<file path="src/rtl/rdde_pkg.sv">
package rdde_pkg;

   localparam int SAMPLE_FRAC_BITS_DEF = 4;

   localparam int SENSOR_W    = 11;
   localparam int NUM_SENSORS = 5;
   localparam int DIST_W      = 14;
   localparam int CFG_W       = 14;
   localparam int CSR_IDX_W   = 1;
   localparam int ROUND_SHIFT = 8;   // Q8 fraction of the distance

   localparam int REQ_DATA_W = ((NUM_SENSORS * SENSOR_W + 7) / 8) * 8;
   localparam int RSP_DATA_W = ((DIST_W + 2 + 7) / 8) * 8;

   localparam logic [CSR_IDX_W-1:0] REG_MAX_NORMAL = 1'b0;
   localparam logic [CSR_IDX_W-1:0] REG_MAX_CIRCLE = 1'b1;

   localparam logic [CFG_W-1:0] MAX_DIST_RESET = 14'd8978;

   // cubic coefficients, scaled by 1e8
   localparam longint C3     = 64'sd6075;
   localparam longint C2     = 64'sd1111000;
   localparam longint C1     = 64'sd85000000;
   localparam longint C0     = 64'sd3507000000;
   localparam longint CSCALE = 64'sd100000000;

   typedef struct packed {
      logic circle;
      logic late;
   } mode_flags_type;

   typedef struct packed {
      logic busy;
      logic done;
   } unit_status_type;

   typedef struct packed {
      logic              below_min;
      logic [DIST_W-1:0] quot;
   } div_result_type;

   // largest value the cubic argument can take
   function automatic longint x_max(input int f);
      longint t;
      t = longint'(100) << f;
      return (t > longint'((1 << SENSOR_W) - 1)) ? t : longint'((1 << SENSOR_W) - 1);
   endfunction

   function automatic int x_width(input int f);
      return $clog2(x_max(f) + 1);
   endfunction

   // signed width that holds every Horner partial result
   function automatic int acc_width(input int f);
      longint xm;
      longint one;
      longint b;
      xm  = x_max(f);
      one = longint'(1) << f;
      b   = C3 * xm * xm * xm + C2 * xm * xm * one + C1 * xm * one * one
          + C0 * one * one * one;
      return $clog2(b + 1) + 1;
   endfunction

   function automatic longint den_value(input int f);
      return CSCALE << (3 * f);
   endfunction

   function automatic int den_width(input int f);
      return $clog2(den_value(f) + 1);
   endfunction

   // constant added after each multiply by x
   function automatic longint horner_addend(input int f, input int stage);
      longint one;
      longint r;
      one = longint'(1) << f;
      unique case (stage)
         0: r = C2 * one;
         1: r = -(C1 * one * one);
         default: r = C0 * one * one * one;
      endcase
      return r;
   endfunction

endpackage

</file>
<file path="src/rtl/rdde_mode.sv">
module rdde_mode #(
   parameter int SAMPLE_FRAC_BITS = rdde_pkg::SAMPLE_FRAC_BITS_DEF
) (
   input  logic                                   clock,
   input  logic                                   reset,
   input  logic                                   load,
   input  logic [rdde_pkg::SENSOR_W-1:0]          s0,
   input  logic [rdde_pkg::SENSOR_W-1:0]          s1,
   input  logic [rdde_pkg::SENSOR_W-1:0]          s2,
   input  logic [rdde_pkg::SENSOR_W-1:0]          s3,
   input  logic [rdde_pkg::SENSOR_W-1:0]          s4,
   output rdde_pkg::mode_flags_type               flags,
   output logic [rdde_pkg::x_width(SAMPLE_FRAC_BITS)-1:0] x_next
);

   localparam int XW = rdde_pkg::x_width(SAMPLE_FRAC_BITS);
   localparam int TW = XW + 2;
   localparam int SW = rdde_pkg::SENSOR_W;

   localparam logic [TW-1:0] THR_5   = TW'(5 << SAMPLE_FRAC_BITS);
   localparam logic [TW-1:0] THR_25  = TW'(25 << SAMPLE_FRAC_BITS);
   localparam logic [TW-1:0] THR_30  = TW'(30 << SAMPLE_FRAC_BITS);
   localparam logic [TW-1:0] THR_50  = TW'(50 << SAMPLE_FRAC_BITS);
   localparam logic [TW-1:0] THR_60  = TW'(60 << SAMPLE_FRAC_BITS);
   localparam logic [TW-1:0] THR_70  = TW'(70 << SAMPLE_FRAC_BITS);
   localparam logic [TW-1:0] THR_100 = TW'(100 << SAMPLE_FRAC_BITS);

   rdde_pkg::mode_flags_type flags_ff, flags_in;

   logic [TW-1:0]        w0, w1, w2, w3, w4;
   logic signed [SW+1:0] side;
   logic [SW:0]          mag;
   logic                 entry;
   logic [TW-1:0]        x_sum, x_dbl, x_sel;

   assign w0 = TW'(s0);
   assign w1 = TW'(s1);
   assign w2 = TW'(s2);
   assign w3 = TW'(s3);
   assign w4 = TW'(s4);

   always_comb begin
      side = $signed({2'b00, s4}) + $signed({2'b00, s3})
           - $signed({2'b00, s0}) - $signed({2'b00, s1});
      mag  = side[SW+1] ? (SW+1)'(-side) : (SW+1)'(side);
   end

   // halved imbalance below 15 is the same as magnitude below 30 units
   assign entry = (w2 > THR_25) && (w2 < THR_50) && (TW'(mag) < THR_30)
                && (w0 <= THR_30) && (w4 <= THR_30)
                && (w0 >= THR_5) && (w4 >= THR_5);

   always_comb begin
      flags_in = flags_ff;
      if (entry) begin
         flags_in.circle = 1'b1;
      end else begin
         if ((w2 > THR_60) && flags_ff.circle) begin
            flags_in.late = 1'b1;
         end
         if (((w1 > THR_70) || (w3 > THR_70)) && flags_ff.circle) begin
            flags_in.circle = 1'b0;
            flags_in.late   = 1'b0;
         end
      end
   end

   always_comb begin
      x_sum = w2 + (flags_in.late ? THR_5 : '0);
      x_dbl = {x_sum[TW-2:0], 1'b0};
      if (flags_in.circle) begin
         x_sel = (x_dbl > THR_100) ? THR_100 : x_dbl;
      end else begin
         x_sel = w2;
      end
   end

   assign x_next = x_sel[XW-1:0];
   assign flags  = flags_ff;

   always_ff @(posedge clock) begin
      if (reset) begin
         flags_ff <= '0;
      end else if (load) begin
         flags_ff <= flags_in;
      end
   end

endmodule

</file>
<file path="src/rtl/rdde_cubic.sv">
module rdde_cubic #(
   parameter int SAMPLE_FRAC_BITS = rdde_pkg::SAMPLE_FRAC_BITS_DEF
) (
   input  logic                                             clock,
   input  logic                                             reset,
   input  logic                                             start,
   input  logic [rdde_pkg::x_width(SAMPLE_FRAC_BITS)-1:0]   x,
   output rdde_pkg::unit_status_type                        status,
   output logic signed [rdde_pkg::acc_width(SAMPLE_FRAC_BITS)-1:0] d
);

   localparam int XW = rdde_pkg::x_width(SAMPLE_FRAC_BITS);
   localparam int DW = rdde_pkg::acc_width(SAMPLE_FRAC_BITS);
   localparam int CW = (XW > 1) ? $clog2(XW) : 1;

   localparam logic signed [DW-1:0] A_INIT = DW'(-rdde_pkg::C3);
   localparam logic signed [DW-1:0] K0 = DW'(rdde_pkg::horner_addend(SAMPLE_FRAC_BITS, 0));
   localparam logic signed [DW-1:0] K1 = DW'(rdde_pkg::horner_addend(SAMPLE_FRAC_BITS, 1));
   localparam logic signed [DW-1:0] K2 = DW'(rdde_pkg::horner_addend(SAMPLE_FRAC_BITS, 2));

   localparam logic [CW-1:0] CNT_LAST   = CW'(XW - 1);
   localparam logic [1:0]    STAGE_LAST = 2'd2;

   localparam logic PH_MUL = 1'b0;
   localparam logic PH_ADD = 1'b1;

   logic                 busy_ff, busy_in;
   logic                 done_ff, done_in;
   logic                 phase_ff, phase_in;
   logic [CW-1:0]        cnt_ff, cnt_in;
   logic [1:0]           stage_ff, stage_in;
   logic signed [DW-1:0] a_ff, a_in;
   logic signed [DW-1:0] p_ff, p_in;
   logic [XW-1:0]        x_ff, x_in;

   logic signed [DW-1:0] addend, p_mul, k_sel;

   always_comb begin
      addend = x_ff[XW-1] ? a_ff : '0;
      p_mul  = {p_ff[DW-2:0], 1'b0} + addend;
      unique case (stage_ff)
         2'd0:    k_sel = K0;
         2'd1:    k_sel = K1;
         default: k_sel = K2;
      endcase
   end

   // Horner: acc = acc*x + k, each multiply one bit of x per cycle, MSB first
   always_comb begin
      busy_in  = busy_ff;
      done_in  = 1'b0;
      phase_in = phase_ff;
      cnt_in   = cnt_ff;
      stage_in = stage_ff;
      a_in     = a_ff;
      p_in     = p_ff;
      x_in     = x_ff;
      if (start) begin
         busy_in  = 1'b1;
         phase_in = PH_MUL;
         cnt_in   = '0;
         stage_in = '0;
         a_in     = A_INIT;
         p_in     = '0;
         x_in     = x;
      end else if (busy_ff) begin
         unique case (phase_ff)
            PH_MUL: begin
               p_in   = p_mul;
               x_in   = {x_ff[XW-2:0], x_ff[XW-1]};
               cnt_in = cnt_ff + CW'(1);
               if (cnt_ff == CNT_LAST) begin
                  phase_in = PH_ADD;
               end
            end
            PH_ADD: begin
               a_in     = p_ff + k_sel;
               p_in     = '0;
               cnt_in   = '0;
               phase_in = PH_MUL;
               if (stage_ff == STAGE_LAST) begin
                  busy_in = 1'b0;
                  done_in = 1'b1;
               end else begin
                  stage_in = stage_ff + 2'd1;
               end
            end
            default: phase_in = PH_MUL;
         endcase
      end
   end

   always_ff @(posedge clock) begin
      if (reset) begin
         busy_ff  <= 1'b0;
         done_ff  <= 1'b0;
         phase_ff <= PH_MUL;
      end else begin
         busy_ff  <= busy_in;
         done_ff  <= done_in;
         phase_ff <= phase_in;
      end
   end

   always_ff @(posedge clock) begin
      cnt_ff   <= cnt_in;
      stage_ff <= stage_in;
      a_ff     <= a_in;
      p_ff     <= p_in;
      x_ff     <= x_in;
   end

   assign status.busy = busy_ff;
   assign status.done = done_ff;
   assign d           = a_ff;

endmodule

</file>
<file path="src/rtl/rdde_div.sv">
module rdde_div #(
   parameter int SAMPLE_FRAC_BITS = rdde_pkg::SAMPLE_FRAC_BITS_DEF
) (
   input  logic                                                    clock,
   input  logic                                                    reset,
   input  logic                                                    start,
   input  logic signed [rdde_pkg::acc_width(SAMPLE_FRAC_BITS)-1:0] d,
   output rdde_pkg::unit_status_type                               status,
   output rdde_pkg::div_result_type                                result
);

   localparam int     DW   = rdde_pkg::acc_width(SAMPLE_FRAC_BITS);
   localparam longint DEN  = rdde_pkg::den_value(SAMPLE_FRAC_BITS);
   localparam int     DENW = rdde_pkg::den_width(SAMPLE_FRAC_BITS);
   localparam int     TW   = DENW + 1;
   localparam int     QW   = rdde_pkg::DIST_W;
   localparam int     NW   = DW + rdde_pkg::ROUND_SHIFT;
   localparam int     QCW  = $clog2(QW);

   localparam logic [TW-1:0]        DEN_V    = TW'(DEN);
   localparam logic [NW-1:0]        HALF_DEN = NW'(DEN / 2);
   localparam logic signed [DW-1:0] TWO_DEN  = DW'(2 * DEN);
   localparam logic [QCW-1:0]       CNT_LAST = QCW'(QW - 1);

   logic            busy_ff, busy_in;
   logic            done_ff, done_in;
   logic            below_ff, below_in;
   logic [QCW-1:0]  cnt_ff, cnt_in;
   logic [DENW-1:0] rem_ff, rem_in;
   logic [QW-1:0]   low_ff, low_in;   // dividend bits out at the top, quotient in at the bottom

   logic [NW-1:0]   n_full;
   logic [TW-1:0]   trial;
   logic            ge;

   // rounded Q8: floor((256*d + den/2) / den)
   assign n_full = {1'b0, d[DW-2:0], {rdde_pkg::ROUND_SHIFT{1'b0}}} + HALF_DEN;
   assign trial  = {rem_ff, low_ff[QW-1]};
   assign ge     = (trial >= DEN_V);

   always_comb begin
      busy_in  = busy_ff;
      done_in  = 1'b0;
      below_in = below_ff;
      cnt_in   = cnt_ff;
      rem_in   = rem_ff;
      low_in   = low_ff;
      if (start) begin
         busy_in  = 1'b1;
         below_in = (d < TWO_DEN);
         cnt_in   = '0;
         rem_in   = n_full[QW +: DENW];
         low_in   = n_full[QW-1:0];
      end else if (busy_ff) begin
         rem_in = ge ? DENW'(trial - DEN_V) : trial[DENW-1:0];
         low_in = {low_ff[QW-2:0], ge};
         cnt_in = cnt_ff + QCW'(1);
         if (cnt_ff == CNT_LAST) begin
            busy_in = 1'b0;
            done_in = 1'b1;
         end
      end
   end

   always_ff @(posedge clock) begin
      if (reset) begin
         busy_ff <= 1'b0;
         done_ff <= 1'b0;
      end else begin
         busy_ff <= busy_in;
         done_ff <= done_in;
      end
   end

   always_ff @(posedge clock) begin
      below_ff <= below_in;
      cnt_ff   <= cnt_in;
      rem_ff   <= rem_in;
      low_ff   <= low_in;
   end

   assign status.busy      = busy_ff;
   assign status.done      = done_ff;
   assign result.below_min = below_ff;
   assign result.quot      = low_ff;

endmodule

</file>
<file path="src/rtl/roundabout_detect_distance_estimate_unit.sv">
// Channel  Dir  Ports          Payload
// req      in   req_tdata[56]  five 11-bit sensor readings, far left in the lowest bits
// rsp      out  rsp_tdata[16]  distance[13:0], in_circle[14], indicator_off[15]
// csr      in   csr_wen/index  index 0 normal ceiling, 1 circle ceiling, 14-bit data
//
// One item at a time: the input opens again only after the item has passed the
// bit-serial Horner multiplier and the 14-step constant divider and its result
// has been loaded into the output register.
// A finished result waits in the output register; the next item is taken meanwhile.
// If that register is still full when the next result is ready, the input stays closed.
// Synchronous reset clears both flags and loads the ceilings with 8978.
module roundabout_detect_distance_estimate_unit #(
   parameter int SAMPLE_FRAC_BITS = rdde_pkg::SAMPLE_FRAC_BITS_DEF
) (
   input  logic                              clock,
   input  logic                              reset,
   input  logic                              req_tvalid,
   output logic                              req_tready,
   // far_left[10:0], left[21:11], center[32:22], right[43:33], far_right[54:44], 0
   input  logic [rdde_pkg::REQ_DATA_W-1:0]   req_tdata,
   output logic                              rsp_tvalid,
   input  logic                              rsp_tready,
   // line_distance[13:0], in_circle[14], indicator_off[15]
   output logic [rdde_pkg::RSP_DATA_W-1:0]   rsp_tdata,
   input  logic                              csr_wen,
   input  logic [rdde_pkg::CSR_IDX_W-1:0]    csr_index,
   input  logic [rdde_pkg::CFG_W-1:0]        csr_wdata
);

   localparam int SW = rdde_pkg::SENSOR_W;
   localparam int XW = rdde_pkg::x_width(SAMPLE_FRAC_BITS);
   localparam int DW = rdde_pkg::acc_width(SAMPLE_FRAC_BITS);
   localparam int LW = rdde_pkg::DIST_W;

   localparam logic [1:0] ST_IDLE  = 2'd0;
   localparam logic [1:0] ST_CUBIC = 2'd1;
   localparam logic [1:0] ST_DIV   = 2'd2;
   localparam logic [1:0] ST_HOLD  = 2'd3;

   logic [1:0]                   state_ff, state_in;
   logic [rdde_pkg::CFG_W-1:0]   max_normal_ff, max_circle_ff;
   logic                         rsp_valid_ff, rsp_valid_in;
   logic [LW-1:0]                dist_ff;
   logic                         circle_out_ff;

   logic                         req_accept, out_free, load_out;
   rdde_pkg::mode_flags_type     flags;
   logic [XW-1:0]                x_next;
   rdde_pkg::unit_status_type    cubic_status, div_status;
   logic signed [DW-1:0]         cubic_d;
   rdde_pkg::div_result_type     div_result;
   logic [LW-1:0]                cap, dist_sel;

   assign req_tready = (state_ff == ST_IDLE);
   assign req_accept = req_tvalid && req_tready;
   assign out_free   = !rsp_valid_ff || rsp_tready;

   rdde_mode #(.SAMPLE_FRAC_BITS(SAMPLE_FRAC_BITS)) u_mode (
      .clock  (clock),
      .reset  (reset),
      .load   (req_accept),
      .s0     (req_tdata[0*SW +: SW]),
      .s1     (req_tdata[1*SW +: SW]),
      .s2     (req_tdata[2*SW +: SW]),
      .s3     (req_tdata[3*SW +: SW]),
      .s4     (req_tdata[4*SW +: SW]),
      .flags  (flags),
      .x_next (x_next)
   );

   rdde_cubic #(.SAMPLE_FRAC_BITS(SAMPLE_FRAC_BITS)) u_cubic (
      .clock  (clock),
      .reset  (reset),
      .start  (req_accept),
      .x      (x_next),
      .status (cubic_status),
      .d      (cubic_d)
   );

   rdde_div #(.SAMPLE_FRAC_BITS(SAMPLE_FRAC_BITS)) u_div (
      .clock  (clock),
      .reset  (reset),
      .start  (cubic_status.done),
      .d      (cubic_d),
      .status (div_status),
      .result (div_result)
   );

   always_comb begin
      state_in = state_ff;
      load_out = 1'b0;
      unique case (state_ff)
         ST_IDLE: begin
            if (req_accept) begin
               state_in = ST_CUBIC;
            end
         end
         ST_CUBIC: begin
            if (cubic_status.done) begin
               state_in = ST_DIV;
            end
         end
         ST_DIV: begin
            if (div_status.done) begin
               load_out = out_free;
               state_in = out_free ? ST_IDLE : ST_HOLD;
            end
         end
         ST_HOLD: begin
            if (out_free) begin
               load_out = 1'b1;
               state_in = ST_IDLE;
            end
         end
         default: state_in = ST_IDLE;
      endcase
   end

   // flags only move at accept, so they still belong to this item
   always_comb begin
      cap      = flags.circle ? max_circle_ff : max_normal_ff;
      dist_sel = div_result.below_min ? '0 : div_result.quot;
      if (dist_sel > cap) begin
         dist_sel = cap;
      end
   end

   always_comb begin
      if (load_out) begin
         rsp_valid_in = 1'b1;
      end else if (rsp_tready) begin
         rsp_valid_in = 1'b0;
      end else begin
         rsp_valid_in = rsp_valid_ff;
      end
   end

   always_ff @(posedge clock) begin
      if (reset) begin
         state_ff      <= ST_IDLE;
         rsp_valid_ff  <= 1'b0;
         max_normal_ff <= rdde_pkg::MAX_DIST_RESET;
         max_circle_ff <= rdde_pkg::MAX_DIST_RESET;
      end else begin
         state_ff     <= state_in;
         rsp_valid_ff <= rsp_valid_in;
         if (csr_wen) begin
            unique case (csr_index)
               rdde_pkg::REG_MAX_NORMAL: max_normal_ff <= csr_wdata;
               rdde_pkg::REG_MAX_CIRCLE: max_circle_ff <= csr_wdata;
               default: ;
            endcase
         end
      end
   end

   always_ff @(posedge clock) begin
      if (load_out) begin
         dist_ff       <= dist_sel;
         circle_out_ff <= flags.circle;
      end
   end

   assign rsp_tvalid = rsp_valid_ff;
   assign rsp_tdata  = {~circle_out_ff, circle_out_ff, dist_ff};

   a_accept_starts: assert property (@(posedge clock) disable iff (reset)
      req_accept |=> (cubic_status.busy && !req_tready))
      else $error("item accepted but cubic engine not running");

   a_cubic_done_state: assert property (@(posedge clock) disable iff (reset)
      cubic_status.done |-> (state_ff == ST_CUBIC && !div_status.busy))
      else $error("cubic result arrived outside its state");

   a_hold_full: assert property (@(posedge clock) disable iff (reset)
      (state_ff == ST_HOLD) |-> rsp_valid_ff)
      else $error("result held back while output register empty");

endmodule
</file>
<file path="config.mk">
export PLATFORM = sky130hd
export DESIGN_NAME = roundabout_detect_distance_estimate_unit
export DESIGN_NICKNAME = d
export VERILOG_FILES = /design/src/rtl/rdde_pkg.sv /design/src/rtl/rdde_mode.sv /design/src/rtl/rdde_cubic.sv /design/src/rtl/rdde_div.sv /design/src/rtl/roundabout_detect_distance_estimate_unit.sv
export SDC_FILE = /design/constraint.sdc
export NUM_CORES = 1
export LEC_CHECK = 0
export ABC_CLOCK_PERIOD_IN_PS = 9800
export BUFFER_PORTS_ARGS = -buffer_cell sky130_fd_sc_hd__buf_2
export CORE_ASPECT_RATIO = 0.9
export CORE_MARGIN = 8
export CORE_UTILIZATION = 55
export CTS_CLUSTER_DIAMETER = 150
export DETAILED_ROUTE_END_ITERATION = 16
export PLACE_DENSITY = 0.81
export SYNTH_ARGS = -nofsm -noshare
export SYNTH_HDL_FRONTEND = slang
export SYNTH_SLANG_ARGS = --single-unit
export TNS_END_PERCENT = 10
</file>
<file path="constraint.sdc">
create_clock -name clock -period 9.8 [get_ports clock]
set_input_delay 0.49 -clock clock [delete_from_list [all_inputs] [get_ports clock]]
set_output_delay 0.49 -clock clock [all_outputs]
set_load 0.01 [all_outputs]
</file>
==> flow_summary.ini, run 1 <==
[synth]
synth_compound_area_frac = 0.205
synth-seq-area-share = 0.327
synth-xor-area-share = 0.0806
synthAdderAreaFrac = 0.117
ys.warnings.count = 0
syn_area_per_cell_um2 = 8.43
synth_mux_area_frac = 0.0309
synth-edff-count = 80
ys.flop_type = dfxtp_1
synthesis.area_um2 = 16300
syn_nets = 2153
synth_top_family_by_area = compound AO/OA/AOI/OAI gates
syn_inst = 1933
synth_seq_cells = 226
async_flop_share = 0
ys_types = 80
yosys.area_share.simple = 0.201

[setup_path]
r2r_cells = 15
cpPeakStageDelay_ns = 0.78
critical-path-top-delay-family = compound AO/OA/AOI/OAI gates
required_ns = 10.09
rr_endpoint = u_cubic.d[47]$_SDFFE_PP1P_
crit_fanout = 12
cp_common_cell = nor2_1
rrSetupSlack_ns = 5.29
timing_worst_setup_path_type = in -> reg
endpoint_kind = register
path_buf_inv = 1
crit_slowest_cell = o31ai_1
worstSetupStartpointType = input pin
cp.arrival_ns = 7.96
timing.rr.start = u_cubic.stage_ff[0]$_SDFFE_PP0P_

[timing]
worst_pin_slew_ns = 1.16
rsz0062_at_grt = false
relSlewSlack = 0.228
final.min_clock_period_ns = 7.66
hold_ws_ns = 0.193
hold_violations = 0
max_freq_mhz = 130
min_period_over_period = 0.782
finalSetupViolCount = 0
clock_skew_ns = 0.0270
worst_slack_ns = 2.14
fin_tns_setup_ns = 0
drv_slew = 0

[clock_network]
cts_setup_buffers = 0
ctsHoldBuffers = 0
clock_path_buffers = 3
cts-root-buf = clkbuf_16
cts_made_buffers = 23
cts_resized = 0
clkTransAtPathRegs_ns = 0.07
cts_num_sinks = 226
insertion_delay_ns = 0.54
cts_tree = built
h-tree-depth = 1

[placement]
io_buffers = 92
placed_area_um2 = 17000
gp_congestion = 0.917
dp_slack_ns = 1.73
placed_cells = 2347
dp.final_hpwl_mm = 30.4

[cells_and_area]
n_antenna_cell = 0
fin_nets = 2196
n_fill_cell = 2429
multi_input_area_um2 = 10400
layout-drive-gt1-share = 0.0963
finish.instance_area_um2 = 17800
final_common_cell = nand2_1
area_growth_pct = 9.51
final_util = 0.615
final_cell_mix = nand2_1 (217), a21oi_1 (188), nor2_1 (164)
final_cells = 2389
register_area_um2 = 5330

[grt]
grt_max_degree = 91
grt_pass1_vias = 13800
grt.total_usage = 0.229
grt_antenna_before_repair = 0
grt-ovfl-total = 0
grt_pass1_wl_mm = 68.1

[pwr]
total_power_mw = 3.54
pwr_density_cell_nw_per_um2 = 198
p_leak_nw = 7.73
peakVddDrop_mv = 0.163

[drt]
via_per_inst = 6.01
ant_nets = 0
wl_per_cell_um = 17.4
num_vias = 14400
dr.pass1.iters = 6
drc = 0
wirelength_mm = 41.6
first_iter_violations = 1234

[floorplanning]
initial_core_util = 0.562
die_w_um = 197
fp.coreArea_um2 = 29000
dieArea_um2 = 35400
io_pins = 94
die_h_um = 179
rows = 59

[outcome]
outcome = finished, final reports clean

[worst_hold_path]
holdPathEnd = max_normal_ff[4]$_SDFFE_PP1P_
holdCritPathClass = in -> reg
holdPathStages = 3
min_from = csr_wdata[4]

[run]
drv_cap = 0
[worst max path at each step]
| stage | from | end | slack (ns) | cells past startpoint |
|---|---|---|---|---|
| floorplan | req_tdata[33] | u_cubic.x_ff[6]$_DFFE_PP_ | 3.12 | 29 |
| global route | req_tdata[33] | u_cubic.x_ff[6]$_DFFE_PP_ | 1.57 | 29 |
| global placement | req_tdata[33] | u_cubic.x_ff[6]$_DFFE_PP_ | 1.91 | 30 |
| detailed placement | req_tdata[33] | u_cubic.x_ff[6]$_DFFE_PP_ | 1.73 | 29 |
| CTS | req_tdata[33] | u_cubic.x_ff[6]$_DFFE_PP_ | 2.26 | 29 |
| finish | req_tdata[33] | u_cubic.x_ff[6]$_DFFE_PP_ | 2.14 | 29 |
[synth_stat cells (4+ instances only)]
cell type / number / area [um^2]
a211oi_1: 15 / 113
a21o_1: 56 / 420
a21oi_1: 188 / 941
a221oi_1: 5 / 43.8
a22oi_1: 27 / 203
a31oi_1: 26 / 163
and2_1: 53 / 332
and3_1: 17 / 106
and4_1: 4 / 35.0
buf_1: 6 / 22.5
buf_4: 4 / 30.0
clkbuf_1: 72 / 270
dfxtp_1: 146 / 2920
edfxtp_1: 80 / 2400
fa_1: 14 / 280
ha_1: 130 / 1630
inv_1: 73 / 274
mux2_2: 19 / 214
mux2i_1: 29 / 290
nand2_1: 218 / 818
nand2b_1: 28 / 175
nand3_1: 46 / 230
nand3b_1: 15 / 113
nand4_1: 26 / 163
nor2_1: 166 / 623
nor2b_1: 28 / 175
nor3_1: 23 / 115
nor3b_1: 5 / 37.5
nor4_1: 14 / 87.6
nor4b_1: 5 / 43.8
o211a_1: 4 / 40.0
o211ai_1: 20 / 150
o21a_1: 12 / 90.1
o21ai_0: 105 / 526
o21bai_1: 12 / 90.1
o31ai_1: 7 / 52.6
o32ai_1: 8 / 70.1
or2_2: 4 / 25.0
or3_1: 6 / 37.5
or4_1: 6 / 45.0
xnor2_1: 70 / 613
xor2_1: 80 / 701
[routing by layer]
layer / vias to the layer above / global-route usage / share of wire / wire length [um]
met5: - / 0 / 0 / 0
met4: 0 / 0.0661 / 0.023 / 957
met3: 72 / 0.0272 / 0.070 / 2920
met2: 529 / 0.375 / 0.46 / 19000
met1: 6736 / 0.314 / 0.45 / 18700
li1: 7027 / - / - / -
[layout make-up]
type	count	share of cell area
clock inverters	12	0.00940
inverters	73	0.0154
multi-input cells	1549	0.580
repair buffers	103	0.0304
flip-flops and latches	226	0.299
well taps	396	0.0278
clock buffers	30	0.0384
[state kept, by name, summed over array words and instances (netlist names), 2 cells and up]
signal / cells
u_cubic.stage_ff: 2
u_cubic.x_ff: 11
dist_ff: 14
u_cubic.cnt_ff: 4
u_div.rem_ff: 39
u_div.low_ff: 14
u_div.cnt_ff: 4
max_circle_ff: 14
u_mode.flags: 2
state_ff: 2
u_cubic.d: 49
max_normal_ff: 14
u_cubic.p_ff: 49
[report_power, final]
group	leakage (nW)	switching, mW	total, mW	internal [mW]
Clock	0.408	0.391	0.970	0.579
Combinational	5.40	0.830	1.42	0.589
Sequential	1.92	0.0935	1.15	1.06
[worst min-delay path, cell delays in order]
cell	delay, ns
buf_2	0.09
nand2_1	0.05
nand3b_1	0.06
[kinds of logic (layout without fill, tap and decap cells)]
family,Yosys count,in the layout
buf+inv,158,218
mux,48,48
fa+ha+maj,144,144
flops,226,226
compound gates,531,531
simple gates,676,676
xor+xnor,150,150
No activity file was read; power rests on OpenSTA's default activity.
==> run 2: changes to the inputs <==
- ABC_CLOCK_PERIOD_IN_PS: 9800 -> 7600
- clock period: 9.8 -> 7.6 ns (I/O delays scaled with it)
==> run 2 against run 1 <==
Compared with the run above:
- worst setup slack got worse by 1.3 ns
- final area fell by 0.43%
- register-to-register slack got worse by 2.4 ns
- critical path type unchanged
- critical endpoint unchanged
==> flow_summary.ini, run 2 (synthesis gave the netlist of run 1 again) <==
[pwr]
pwr_density_cell_nw_per_um2 = 249
p_leak_nw = 7.70
switching_power_mw = 1.67
total_power_mw = 4.43
pwr-share-comb = 0.411
pwr-share-clk = 0.255
p_int_mw = 2.76
pwr-share-seq = 0.335
p_sw_frac = 0.377
peakVddDrop_mv = 0.145

[timing]
worst_pin_slew_ns = 1.25
max_freq_mhz = 148
clock_skew_ns = 0.0283
min_period_over_period = 0.890
hold_violations = 0
hold_ws_ns = 0.0671
finalSetupViolCount = 0
drv_slew = 0
rsz0062_at_grt = false
fin_tns_setup_ns = 0
relSlewSlack = 0.169
final.min_clock_period_ns = 6.76

[drt]
num_vias = 14400
dr.pass1.iters = 6
via_per_inst = 6.00
wl_per_cell_um = 17.3
ant_nets = 0
first_iter_violations = 1231
drc = 0
wirelength_mm = 41.5

[placement]
placed_cells = 2348
gp_congestion = 0.903
placed_area_um2 = 17000
io_buffers = 92
dp.final_hpwl_mm = 30.5

[run]
drv_cap = 0

[cells_and_area]
area_growth_pct = 9.03
final_common_cell = nand2_1
n_fill_cell = 2446
fin_nets = 2198
layout-drive-gt1-share = 0.0942
finish.instance_area_um2 = 17800
final_cell_mix = nand2_1 (217), a21oi_1 (188), nor2_1 (164)
final_cells = 2392
n_antenna_cell = 0

[setup_path]
worstSetupStartpointType = input pin
timing_worst_setup_path_type = in -> reg
endpoint_kind = register
rr_endpoint = u_cubic.p_ff[41]$_SDFFE_PP0P_
r2r_cells = 14
cpPeakStageDelay_ns = 0.74
required_ns = 7.89
crit_slowest_cell = o31ai_1
crit_fanout = 8
cp.arrival_ns = 7.05
rrSetupSlack_ns = 2.91
timing.rr.start = u_cubic.x_ff[10]$_DFFE_PP_
cp_common_cell = nor2_1

[worst_hold_path]
holdCritPathClass = in -> reg
min_from = csr_wdata[9]
holdPathEnd = max_normal_ff[9]$_SDFFE_PP1P_
holdPathStages = 3

[floorplanning]
rows = 59
initial_core_util = 0.562
fp.coreArea_um2 = 29000
die_w_um = 197
die_h_um = 179
dieArea_um2 = 35400
io_pins = 94

[grt]
grt_pass1_wl_mm = 68.3
grt_pass1_vias = 13700
grt.total_usage = 0.230
grt-ovfl-total = 0
grt_antenna_before_repair = 0
grt_max_degree = 90

[clock_network]
cts_setup_buffers = 0
clkTransAtPathRegs_ns = 0.06
ctsHoldBuffers = 0
insertion_delay_ns = 0.54
clock_path_buffers = 3
cts_tree = built
h-tree-depth = 1
cts_made_buffers = 24
cts-root-buf = clkbuf_16
cts_resized = 0
cts_num_sinks = 226

[outcome]
outcome = finished, final reports clean
## run 2: cell count changes in the layout (fill, tap and decap cells not counted), sizes merged
cell / previous run / this run
bufinv: 3 / 0
buf: 103 / 104
clkinv: 2 / 6
clkbuf: 30 / 38
inv: 76 / 73
clkinvlp: 4 / 0
## run 2: worst max path at each step
stage	from	to	depth (start not counted)	slack (ns)
6_report	req_tdata[33]	u_cubic.x_ff[6]$_DFFE_PP_	31	0.84
5_1_grt	req_tdata[33]	u_cubic.x_ff[6]$_DFFE_PP_	31	0.40
4_1_cts	req_tdata[33]	u_cubic.x_ff[6]$_DFFE_PP_	31	0.95
3_5_place_dp	req_tdata[33]	u_cubic.x_ff[6]$_DFFE_PP_	31	0.40
3_3_place_gp	req_tdata[33]	u_cubic.x_ff[6]$_DFFE_PP_	31	0.53
2_1_floorplan	req_tdata[33]	u_cubic.x_ff[6]$_DFFE_PP_	29	1.03
## run 2: layer usage
metal / GRT usage / part of all wire
met1: 0.321 / 0.47
met3: 0.0250 / 0.060
met2: 0.379 / 0.45
met5: 0 / 0
met4: 0.0520 / 0.015
## run 2: power by group through the flow
stage | Sequential, mW | Clock, mW | Combinational [mW]
2_1_floorplan | 1.47 | 0 | 1.43
3_3_place_gp | 1.50 | 0 | 1.72
3_5_place_dp | 1.50 | 0 | 1.77
4_1_cts | 1.48 | 1.14 | 1.79
5_1_grt | 1.50 | 1.19 | 2.02
6_report | 1.48 | 1.13 | 1.82
## run 2: worst max-delay path, delay by kind of cell
family,cells,cell delay (ns)
and+or+nand+nor,10,1.42
buffers and inverters,2,0.28
AOI/OAI and AO/OA,13,3.00
adders and majority gates,5,1.79
xor gates and xnor gates,1,0.19
## run 2: layout make-up
cell class	instances	area [um^2]	share of cell area
well taps	396	495	0.0279
clock inverters	6	62.6	0.00352
repair buffers	104	551	0.0310
clock buffers	38	704	0.0397
inverters	73	274	0.0154
multi-input cells	1549	10400	0.583
flip-flops and latches	226	5330	0.300
## run 2: stage by stage
stage	util	worst slack (ns)
floorplan	-	1.03
global route	0.612	0.400
detailed placement	0.586	0.403
CTS	0.612	0.947
global placement	0.586	0.529
finish	0.612	0.836
